**src/rotated_grid_texel_mapper_defines.svh**
```systemverilog
// ----------------------------------------------------------------------------
// Rotated grid texel mapper assertion macros
// Concurrent assertion wrappers, empty for synthesis.
// ----------------------------------------------------------------------------
`ifndef ROTATED_GRID_TEXEL_MAPPER_DEFINES_SVH
`define ROTATED_GRID_TEXEL_MAPPER_DEFINES_SVH
`ifndef SYNTHESIS
`define RGTM_ASSERT(lbl, clk, rst, prop) \
   lbl: assert property (@(posedge clk) disable iff (rst) prop) \
      else $error("rgtm assertion failed");
`define RGTM_ASSERT_NR(lbl, clk, prop) \
   lbl: assert property (@(posedge clk) prop) \
      else $error("rgtm assertion failed");
`else
`define RGTM_ASSERT(lbl, clk, rst, prop)
`define RGTM_ASSERT_NR(lbl, clk, prop)
`endif
`endif

```
**src/rgtm_pkg.sv**
```systemverilog
// ----------------------------------------------------------------------------
// Rotated grid texel mapper package
// Shared types, constants and register indexes.
// ----------------------------------------------------------------------------
package rgtm_pkg;

   localparam int LOGICAL_FACTOR = 120;
   localparam int FRACTION_BITS  = 16;
   localparam int COORD_BITS     = 16;
   localparam int COORD_W        = 24;
   localparam int DIV_STEPS      = 32;
   localparam int DIV_REM_BITS   = 17;
   localparam int DVD_LOW        = FRACTION_BITS - 1;
   localparam int SAT_SHIFT      = COORD_W - FRACTION_BITS + 1;
   localparam int REM0_SHIFT     = DIV_STEPS - DVD_LOW;

   typedef enum logic [2:0] {
      CSR_GRID_CONTROL    = 3'd0,
      CSR_SCALE_DIVISOR   = 3'd1,
      CSR_NATIVE_GEOMETRY = 3'd2,
      CSR_VIEWPORT_RECT   = 3'd3,
      CSR_GUEST_RECT      = 3'd4,
      CSR_ATLAS_RECT      = 3'd5
   } csr_index_type;

   typedef struct packed {
      logic [14:0] pixel_x;
      logic [14:0] pixel_y;
      logic [23:0] fallback_u;
      logic [23:0] fallback_v;
   } req_data_type;

   typedef struct packed {
      logic [31:0] texel_x;
      logic [31:0] texel_y;
      logic [23:0] coord_u;
      logic [23:0] coord_v;
      logic        grid_used;
   } rsp_data_type;

   typedef struct packed {
      logic                  en;
      logic [1:0]            rot;
      logic [15:0]           scale;
      logic [COORD_BITS-1:0] nat_w;
      logic [COORD_BITS-1:0] nat_h;
      logic [COORD_BITS-1:0] off_x;
      logic [COORD_BITS-1:0] off_y;
      logic [COORD_BITS-1:0] vp_x;
      logic [COORD_BITS-1:0] vp_y;
      logic [COORD_BITS-1:0] vp_w;
      logic [COORD_BITS-1:0] vp_h;
      logic [COORD_BITS-1:0] gs_w;
      logic [COORD_BITS-1:0] gs_h;
      logic [COORD_BITS-1:0] gs_x;
      logic [COORD_BITS-1:0] gs_y;
      logic [COORD_BITS-1:0] at_x;
      logic [COORD_BITS-1:0] at_y;
      logic [COORD_BITS-1:0] at_w;
      logic [COORD_BITS-1:0] at_h;
   } cfg_type;

   typedef struct packed {
      logic        en;
      logic [23:0] fb_u;
      logic [23:0] fb_v;
      logic [31:0] tx;
      logic [31:0] ty;
   } ctx_type;

   typedef struct packed {
      logic [1:0][DIV_REM_BITS-1:0] rem;
      logic [1:0][DIV_STEPS-1:0]    dvd;
      logic [1:0][DIV_STEPS-1:0]    quo;
      logic [1:0][DIV_REM_BITS-1:0] dsr;
      logic [1:0]                   force_ones;
      ctx_type                      ctx;
   } div_stage_type;

   typedef struct packed {
      logic [1:0][DIV_STEPS-1:0] quo;
      ctx_type                   ctx;
   } div_rsp_type;

endpackage

```
**src/rgtm_csr.sv**
```systemverilog
// ----------------------------------------------------------------------------
// Rotated grid texel mapper register file
// Write-only configuration registers, unpacked into fields.
// ----------------------------------------------------------------------------
module rgtm_csr import rgtm_pkg::*; (
   input  logic        clock,
   input  logic        reset,
   input  logic        csr_we,
   input  logic [2:0]  csr_index,
   input  logic [63:0] csr_wdata,
   output cfg_type     cfg
);

   logic [2:0]  ctrl_ff;
   logic [15:0] scale_ff;
   logic [63:0] native_ff;
   logic [63:0] view_ff;
   logic [63:0] guest_ff;
   logic [63:0] atlas_ff;

   always_ff @(posedge clock) begin
      if (reset) begin
         ctrl_ff   <= '0;
         scale_ff  <= 16'd1;
         native_ff <= '0;
         view_ff   <= '0;
         guest_ff  <= '0;
         atlas_ff  <= '0;
      end else if (csr_we) begin
         case (csr_index_type'(csr_index))
            CSR_GRID_CONTROL:    ctrl_ff   <= csr_wdata[2:0];
            CSR_SCALE_DIVISOR:   scale_ff  <= csr_wdata[15:0];
            CSR_NATIVE_GEOMETRY: native_ff <= csr_wdata;
            CSR_VIEWPORT_RECT:   view_ff   <= csr_wdata;
            CSR_GUEST_RECT:      guest_ff  <= csr_wdata;
            CSR_ATLAS_RECT:      atlas_ff  <= csr_wdata;
            default: ;
         endcase
      end
   end

   always_comb begin
      cfg.en    = ctrl_ff[0];
      cfg.rot   = ctrl_ff[2:1];
      cfg.scale = scale_ff;
      cfg.nat_w = native_ff[0*COORD_BITS +: COORD_BITS];
      cfg.nat_h = native_ff[1*COORD_BITS +: COORD_BITS];
      cfg.off_x = native_ff[2*COORD_BITS +: COORD_BITS];
      cfg.off_y = native_ff[3*COORD_BITS +: COORD_BITS];
      cfg.vp_x  = view_ff[0*COORD_BITS +: COORD_BITS];
      cfg.vp_y  = view_ff[1*COORD_BITS +: COORD_BITS];
      cfg.vp_w  = view_ff[2*COORD_BITS +: COORD_BITS];
      cfg.vp_h  = view_ff[3*COORD_BITS +: COORD_BITS];
      cfg.gs_w  = guest_ff[0*COORD_BITS +: COORD_BITS];
      cfg.gs_h  = guest_ff[1*COORD_BITS +: COORD_BITS];
      cfg.gs_x  = guest_ff[2*COORD_BITS +: COORD_BITS];
      cfg.gs_y  = guest_ff[3*COORD_BITS +: COORD_BITS];
      cfg.at_x  = atlas_ff[0*COORD_BITS +: COORD_BITS];
      cfg.at_y  = atlas_ff[1*COORD_BITS +: COORD_BITS];
      cfg.at_w  = atlas_ff[2*COORD_BITS +: COORD_BITS];
      cfg.at_h  = atlas_ff[3*COORD_BITS +: COORD_BITS];
   end

endmodule

```
**config.mk**
```make
export PLATFORM = sky130hd
export DESIGN_NAME = rgtm_csr
export DESIGN_NICKNAME = d
export VERILOG_FILES = /design/src/rotated_grid_texel_mapper_defines.svh /design/src/rgtm_pkg.sv /design/src/rgtm_csr.sv
export SDC_FILE = /design/constraint.sdc
export NUM_CORES = 1
export LEC_CHECK = 0
export BUFFER_PORTS_ARGS = -buffer_cell sky130_fd_sc_hd__clkbuf_2
export CAP_MARGIN = 15
export CORE_ASPECT_RATIO = 0.5
export CORE_MARGIN = 2
export CORE_UTILIZATION = 40
export CTS_BUF_LIST = sky130_fd_sc_hd__clkbuf_8
export DETAILED_ROUTE_END_ITERATION = 16
export HOLD_SLACK_MARGIN = 0.05
export PLACE_DENSITY = 0.65
export SETUP_SLACK_MARGIN = 0.1
export SYNTH_ARGS = -nofsm -noshare
export SYNTH_HDL_FRONTEND = slang
export SYNTH_SLANG_ARGS = --single-unit
```
**constraint.sdc**
```tcl
create_clock -name clock -period 1.2 [get_ports clock]
set_clock_uncertainty 0.2 [all_clocks]
set_input_delay 0.06 -clock clock [delete_from_list [all_inputs] [get_ports clock]]
set_output_delay 0.06 -clock clock [all_outputs]
set_load 0.01 [all_outputs]
```
; Word level (Yosys, flattened, before mapping)
; Index checks and enable logic that the tools add are counted.
[op_classes]
eq_ne = 5
reduce_logical = 7
[ops]
columns = op, n
row1 = 2-bit AND reduction, 6
row2 = 3-bit by 2-bit == test with 1-bit output (second input constant), 2
row3 = 3-bit == test (second input constant), 2
row4 = 3-bit by 1-bit == test with 1-bit output (second input constant), 1
row5 = 3-bit logical NOT, 1
[totals]
ff_bits = 275
word_cells = 18
output_inout_bits = 275
input_bits = 70

; Depth between registers and ports, before layout
[depth]
depth_word = 2
mapped_depth = 5
ltp_nobuf = 2

; Worst setup path before layout
; No wires, ideal clock.
[synth_timing]
path_kind = input-to-reg
from = input port reset
to = register scale_ff[1]
setup_ns = 0.125
path_slack_ns = 0.045
arrival_ns = 0.830
stages = 5
path_cell_list = buf_2 buf_2 clkbuf_1 nand2b_1 mux2i_1
[synth_rtl]
columns = item, line_no
row1 = "start, declared", rgtm_csr.sv:7  ; input logic reset,
row2 = "end signal, assigned", rgtm_csr.sv:32  ; CSR_SCALE_DIVISOR: scale_ff <= csr_wdata[15:0];
row3 = "end, declared", rgtm_csr.sv:15  ; logic [15:0] scale_ff;

; Worst setup path in the final report
[layout_timing]
from = register native_ff[34]
to = output port cfg[210] (netlist bit)
[layout_rtl]
columns = item, line_no
row1 = "start, declared", rgtm_csr.sv:16  ; logic [63:0] native_ff;
row2 = "start signal, assigned", rgtm_csr.sv:33  ; CSR_NATIVE_GEOMETRY: native_ff <= csr_wdata;
row3 = "end, declared", rgtm_csr.sv:11  ; output cfg_type cfg
; No word-level cell between the ends.

==> summary.md <==
| Metric | Value |
|---|---|
| Crit path time final | `approximately 1.3 ns` |
| Worst Hold End | `ctrl_ff[1]$_SDFFE_PP0P_` |
| Filler instances | `~1800` |
| Pin count of the biggest net entering global routing | `63` |
| Buffers on Ports | `344` |
| Power per cell area | `1090 nW/um^2` |
| TNS Setup | `-13.55 ns` |
| Status | `finished with violations` |
| First-pass GRT wire length | `about 49000 um` |
| Antenna viol nets, final | `0` |
| Synth Area in Compound Gates | `0%` |
| Hold Crit Class | `in -> reg` |
| Worst path depth | `1` |
| Slowest cell on crit path | `dfxtp_2` |
| Core area | `around 27000 um^2` |
| ANT cells | `0` |
| Worst r2r src | `native_ff[4]$_SDFFE_PP0P_` |
| GRT overflow | `0` |
| GRT Util Overall | `between 20% and 30%` |
| Die width | `about 240 um` |
| Maximum clock frequency | `0.781 GHz` |
| Synth cell types | `13` |
| Fin. max-slew vios | `0` |
| Syn_nets | `just over 1000` |
| Die H | `121 um` |
| RSZ-0062 raised after global routing | `true` |
| Max IR drop VDD | `between 0.0006 and 0.0007 V` |
| Most common cell after layout, fill and taps aside | `nand2b_1` |
| Initial antenna violation count | `0` |
| Vias | `between 8000 and 9000` |
| Worst-Margin Slew | `between 0.3 and 0.4 ns` |
| Worst R2R Setup Slack | `0.15 ns` |
| Reg2reg end | `native_ff[4]$_SDFFE_PP0P_` |
| CTS root buf | `clkbuf_8` |
| Post-synthesis adder-cell area fraction | `0%` |
| Fin. Hold Viols | `between 150 and 200` |
| Io pins | `between 300 and 400` |
| Commonest cells after routing, fill and taps aside | `nand2b_1 (336), mux2i_1 (275), dfxtp_2 (275)` |
| Worst-path maximum fanout | `2` |
| CTS Buf Count | `40` |
| Drt total wl | `roughly 35000 um` |
| Vias in the first global route | `approximately 9000` |
| Sequential area share after synthesis | `roughly half` |
| Hold WS | `-0.164 ns` |
| Post-synthesis xor/xnor area fraction | `0%` |
| Setup crit end kind | `primary output` |
| Row cnt | `42` |
| Buf/Inv on CP | `1` |
| Crit path launch type | `flip-flop` |
| Mux cell area share after synthesis | `roughly 25%` |
| Critical Path AT | `about 1 ns` |
| Power, Total | `~0.020 W` |
| Final Net Count | `1590` |
| CTS clk-pin slew, worst paths | `~0.070 ns` |
| Hold Path Depth | `3` |
| Req. time, crit path | `around 0.94 ns` |
| Wire per inst | `~18 um` |
| CTS tree | `yes` |
| Initial Util | `40.9%` |
| LEAKAGE | `~8.9 nW` |
| Crit share post-route | `107%` |
| Slowest stage delay, CP | `0.36 ns` |
| Worst-skew pair later-pin latency | `0.55 ns` |
| Top Family by Delay on Critical Path | `flip-flops` |
| Clk sinks | `about 280` |
| R2r worst-path depth | `4` |
| Hold path start | `csr_index[0]` |
| Htree depth | `2` |
| Max-Cap Viols | `0` |
| Via density | `4.73` |
| Slew margin rel. | `about three quarters` |
| Avg Cell Area, Syn | `about 11 um^2` |
| #FFs+latches synth | `275` |
| Mapped Cells | `~970` |
| Failing checks | `negative hold slack, negative setup slack` |
| Post-Syn Area | `10900 um^2` |
| Final worst setup slack | `-0.0806 ns` |
| Setup WS pre-CTS | `-0.231 ns` |
| Crit path cell chain | `buf_8` |
| Clk buf depth | `3` |
| GPL Wtd Cong | `roughly 0.8` |
| Area grow syn2layout | `67.5%` |
| Iter 0 DRT Violations | `roughly 430` |
| DPL Wire Length | `20600 um` |
| Final count of negative-setup-slack endpoints | `~280` |
| Post-Synth Simple-Gate Area | `between 20 and 25%` |
| Syn. warnings | `0` |
| Post-route DRC violation count | `0` |
| Layout cells sized above 1 | `54.7%` |
| Critical path type | `reg -> out` |
| First-pass detailed-route iteration total | `4` |
| Die ar. | `between 20000 and 30000 um^2` |
| Main combinational cell family by area after synthesis | `multiplexers` |
| Core Util, Final | `about two thirds` |
cell usage after synthesis:
library cell / n / area share, %
nand2b_1: 338 / 19
dfxtp_1: 275 / 51
mux2i_1: 275 / 25
clkbuf_1: 35 / 1.2
buf_4: 19 / 1.3
buf_2: 10 / 0.46
buf_6: 6 / 0.62
nand4bb_1: 3 / 0.31
nand4b_1: 2 / 0.16
nor2_1: 2 / 0.069
and4bb_1: 1 / 0.12
and4bb_2: 1 / 0.12
or4b_1: 1 / 0.092
layer usage:
layer	vias up	part of all wire, %	global-route usage, %
met4	0	4.4	9.61
met5	-	0	0
li1	4288	-	-
met1	4351	40	24.4
met3	101	3.7	4.27
met2	244	52	39.0
sequential cells by signal, summed over array words and instances, names as in the netlist:
signal	cells
atlas_ff	64
ctrl_ff	3
guest_ff	64
native_ff	64
scale_ff	16
view_ff	64
through the flow:
stage | cell area (um^2) | std cells
5_1_grt | 18200 | 1901
3_5_place_dp | 13300 | 1635
4_1_cts | 16300 | 1838
6_report | 18200 | 1901
2_1_floorplan | 10900 | 968
3_3_place_gp | 13300 | 1635
timing repair:
| action | 4_1_cts | 5_1_grt |
|---|---|---|
| pin swaps | 0 | 0 |
| setup buffers | 63 | 56 |
| gates resized for setup | 357 | 475 |
| endpoints found under the hold margin | 275 | 263 |
| setup endpoints to repair | 275 | 300 |
| cloned | 0 | 2 |
| hold buffers | 69 | 6 |
layout make-up:
class	instances	area, um^2	share of cell area, %
Tap cell	352	440	2.42
Timing Repair Buffer	580	6040	33.2
Clock buffer	50	688	3.78
Sequential cell	275	5850	32.2
Clock inverter	21	174	0.956
Multi-Input combinational cell	623	5000	27.5
tightest hold or removal path: cells and delay by family:
kind	cells	cell delay [ns]
buffers and inverters	1	0.16
multiplexers	1	0.09
AND/OR/NAND/NOR	1	0.24
where the power goes:
group / internal, W / switching [W] / total, W
Sequential: 0.00937 / 0.000167 / 0.00953
Clock: 0.00443 / 0.00380 / 0.00822
Combinational: 0.00125 / 0.000874 / 0.00213
worst max path at each step:
stage | end | startpoint | slack, ns
after global placement | view_ff[41]$_SDFFE_PP0P_ | csr_index[2] | -0.21
final | cfg[210] | native_ff[34]$_SDFFE_PP0P_ | -0.08
after detailed placement | view_ff[37]$_SDFFE_PP0P_ | csr_index[2] | -0.23
after floorplan | ctrl_ff[0]$_SDFFE_PP0P_ | csr_index[1] | 0.07
after CTS | cfg[247] | native_ff[7]$_SDFFE_PP0P_ | -0.16
after global routing | cfg[242] | native_ff[2]$_SDFFE_PP0P_ | -0.14
kinds of logic (layout without fill, tap and decap cells):
logic type             count (synthesis)  count (layout)
muxes                                275             275
and+or+nand+nor                      348             348
DFF                                  275             275
buffers and inverters                 70             651
Power figures use the tool's default switching activity.
